**src/sv/kdm_hash.sv**
```systemverilog
// start slot of the probe: xor fold of the key reduced below the slot count
`default_nettype none

module kdm_hash #(
    parameter int SLOTS    = 1024,
    parameter int KEY_BITS = 64
) (
    input  wire logic [KEY_BITS-1:0]        key,
    output logic      [$clog2(SLOTS)-1:0]   idx
);

    localparam int SLOT_BITS = $clog2(SLOTS);
    localparam int CHUNKS    = (KEY_BITS + SLOT_BITS - 1) / SLOT_BITS;
    localparam int PAD_W     = CHUNKS * SLOT_BITS;

    logic [PAD_W-1:0]     key_pad;
    logic [SLOT_BITS-1:0] fold;

    assign key_pad = PAD_W'(key);

    always_comb
    begin
        fold = '0;
        for (int c = 0; c < CHUNKS; c++)
        begin
            fold = fold ^ key_pad[c*SLOT_BITS +: SLOT_BITS];
        end
    end

    always_comb
    begin
        if ({1'b0, fold} >= (SLOT_BITS+1)'(SLOTS))
        begin
            idx = fold - SLOT_BITS'(SLOTS);
        end
        else
        begin
            idx = fold;
        end
    end

endmodule

`default_nettype wire

```
**config.mk**
```make
export PLATFORM = sky130hd
export DESIGN_NAME = kdm_hash
export DESIGN_NICKNAME = d
export VERILOG_FILES = /design/src/sv/kdm_hash.sv
export SDC_FILE = /design/constraint.sdc
export NUM_CORES = 1
export LEC_CHECK = 0
export ABC_CLOCK_PERIOD_IN_PS = 2300
export BUFFER_PORTS_ARGS = -buffer_cell sky130_fd_sc_hd__buf_4
export CAP_MARGIN = 30
export CORE_MARGIN = 1.5
export CORE_UTILIZATION = 35
export DETAILED_ROUTE_END_ITERATION = 16
export PLACE_DENSITY = 0.9
export SYNTH_ARGS = -nofsm -noshare
export SYNTH_HDL_FRONTEND = slang
export SYNTH_SLANG_ARGS = --single-unit
```
**constraint.sdc**
```tcl
create_clock -name vclk -period 2.3
set_input_delay 0.345 -clock vclk [all_inputs]
set_output_delay 0.345 -clock vclk [all_outputs]
set_load 0.005 [all_outputs]
```
==> results.json <==
{
  "die_w_um": 42.4,
  "antenna_found_initial": 0,
  "status": "finished, final reports clean",
  "io_pins": 74,
  "drv_cap": 0,
  "final_hold_viol_count": 0,
  "final_common_cell": "buf_4",
  "synth.cell_area_um2": 543,
  "setup_viol_count_final": 0,
  "clkPwrFrac": 0,
  "dp_cells": 130,
  "row_count": 14,
  "synthesis.nets": 104,
  "cp_slowest_stage_delay_ns": 0.37,
  "critical_path_required_ns": 1.96,
  "fmax_mhz": 654,
  "netlist_instances": 40,
  "cpMaxStageDelayCell": "xnor3_1",
  "grt_usage": 0.161,
  "vdd_drop_max_v": 0.000216,
  "critPathMaxFanout": 1,
  "port-buffer-count": 74,
  "grt_pass1_wl_um": 2270,
  "min_path_type": "in -> out",
  "cts_setup_buffers": 0,
  "power_frac_comb": 1.000,
  "cts_hold_buf": 0,
  "pwr_density_cell_nw_per_um2": 314,
  "yosysWarnings": 0,
  "wire_per_inst_um": 11.1,
  "power.total_mw": 0.352,
  "syn_area_per_cell_um2": 13.6,
  "layout_common_cells": "74 x buf_4, 26 x xnor2_1, 14 x xnor3_1",
  "stdcell_count": 130,
  "drc": 0,
  "initial_core_util": 0.369,
  "cpLargestDelayFamily": "XOR/XNOR gates",
  "worst-path-stages": 4,
  "worstPathCellList": "buf_4 -> xnor3_1 -> xnor3_1 -> buf_4",
  "worstSetupPathType": "in -> out",
  "grt_pass1_vias": 631,
  "slew_viol_final": 0,
  "ys_types": 2,
  "layout-drive-gt1-share": 0.649,
  "clkbuf_count": 0,
  "wl_um": 1450,
  "antenna_left": 0,
  "slew_headroom": 0.869,
  "worst_pin_slew_ns": 0.196,
  "final_util": 0.760,
  "grt_overflow": 0,
  "fin_setup_tns_ns": 0,
  "ys_seq_area_frac": 0,
  "seq_cell_count": 0,
  "core_um2": 1470,
  "rsz0062_at_grt": "false",
  "hold_path_depth": 4,
  "via_per_inst": 4.37,
  "power_frac_seq": 0,
  "vias": 568,
  "switching_share": 0.253,
  "globalplace.congestion": 0.647,
  "first_pass_iters": 4,
  "end_kind": "output pin",
  "nets": 180,
  "timing.final.crit_share": 0.665,
  "die_h_um": 42.4,
  "cts_resized": 0,
  "fin_crit_ns": 1.53,
  "p_leak_nw": 0.628,
  "fp.dieArea_um2": 1800,
  "path_buf_inv": 2,
  "crit_arrival_ns": 1.18,
  "cp-start-kind": "input pin",
  "p_int_mw": 0.263,
  "drt-initial-drc-count": 3,
  "switchingPower_mw": 0.0890,
  "grt_max_degree": 2,
  "num_antenna_cells": 0,
  "seqCellArea_um2": 0,
  "area_growth_syn_to_layout_pct": 106
}
-- routing by layer --
metal | vias up | global-route usage | wire length [um]
li1 | 282 | - | -
met1 | 262 | 0.113 | 321
met2 | 22 | 0.388 | 1040
met3 | 2 | 0.0129 | 70
met4 | 0 | 0.0500 | 14
met5 | - | 0 | 0
-- through the flow --
| stage | cell area, um^2 | setup WS (ns) | hold WS, ns |
|---|---|---|---|
| 3_3_place_gp | 1120 | 0.793 | 1.11 |
| 4_1_cts | 1120 | 0.757 | 1.11 |
| 5_1_grt | 1120 | 0.733 | 1.13 |
| 2_1_floorplan | 543 | 1.03 | 0.916 |
| 3_5_place_dp | 1120 | 0.757 | 1.11 |
| 6_report | 1120 | 0.770 | 1.11 |
-- path summary, 6_finish.rpt --
check / start / end / slack [ns]
worst max-delay path: key[12] / idx[2] / 0.77
worst min-delay path: key[34] / idx[4] / 1.11
-- cells by family after synthesis --
kind of cell | count (synthesis) | synth area share
xor gates and xnor gates | 40 | 1.00
-- tightest hold or removal path, stage by stage --
cell	delay, ns
buf_4	0.08
xnor2_1	0.11
xnor3_1	0.12
buf_4	0.10
-- cells in the mapped netlist, drive strengths merged --
cell type,count,share of area
xnor2,26,0.42
xnor3,14,0.58
-- final cells by class --
class | instances | area, um^2
fillers | 122 | 353
multi-input cells | 40 | 543
well taps | 16 | 20.0
repair buffers | 74 | 556
-- power groups by stage --
stage | registers, mW | logic, mW | clock network (mW)
global placement | 0 | 0.348 | 0
floorplan | 0 | 0.171 | 0
global route | 0 | 0.372 | 0
detailed placement | 0 | 0.356 | 0
finish | 0 | 0.352 | 0
CTS | 0 | 0.357 | 0
(Power assumes the default switching activity.)
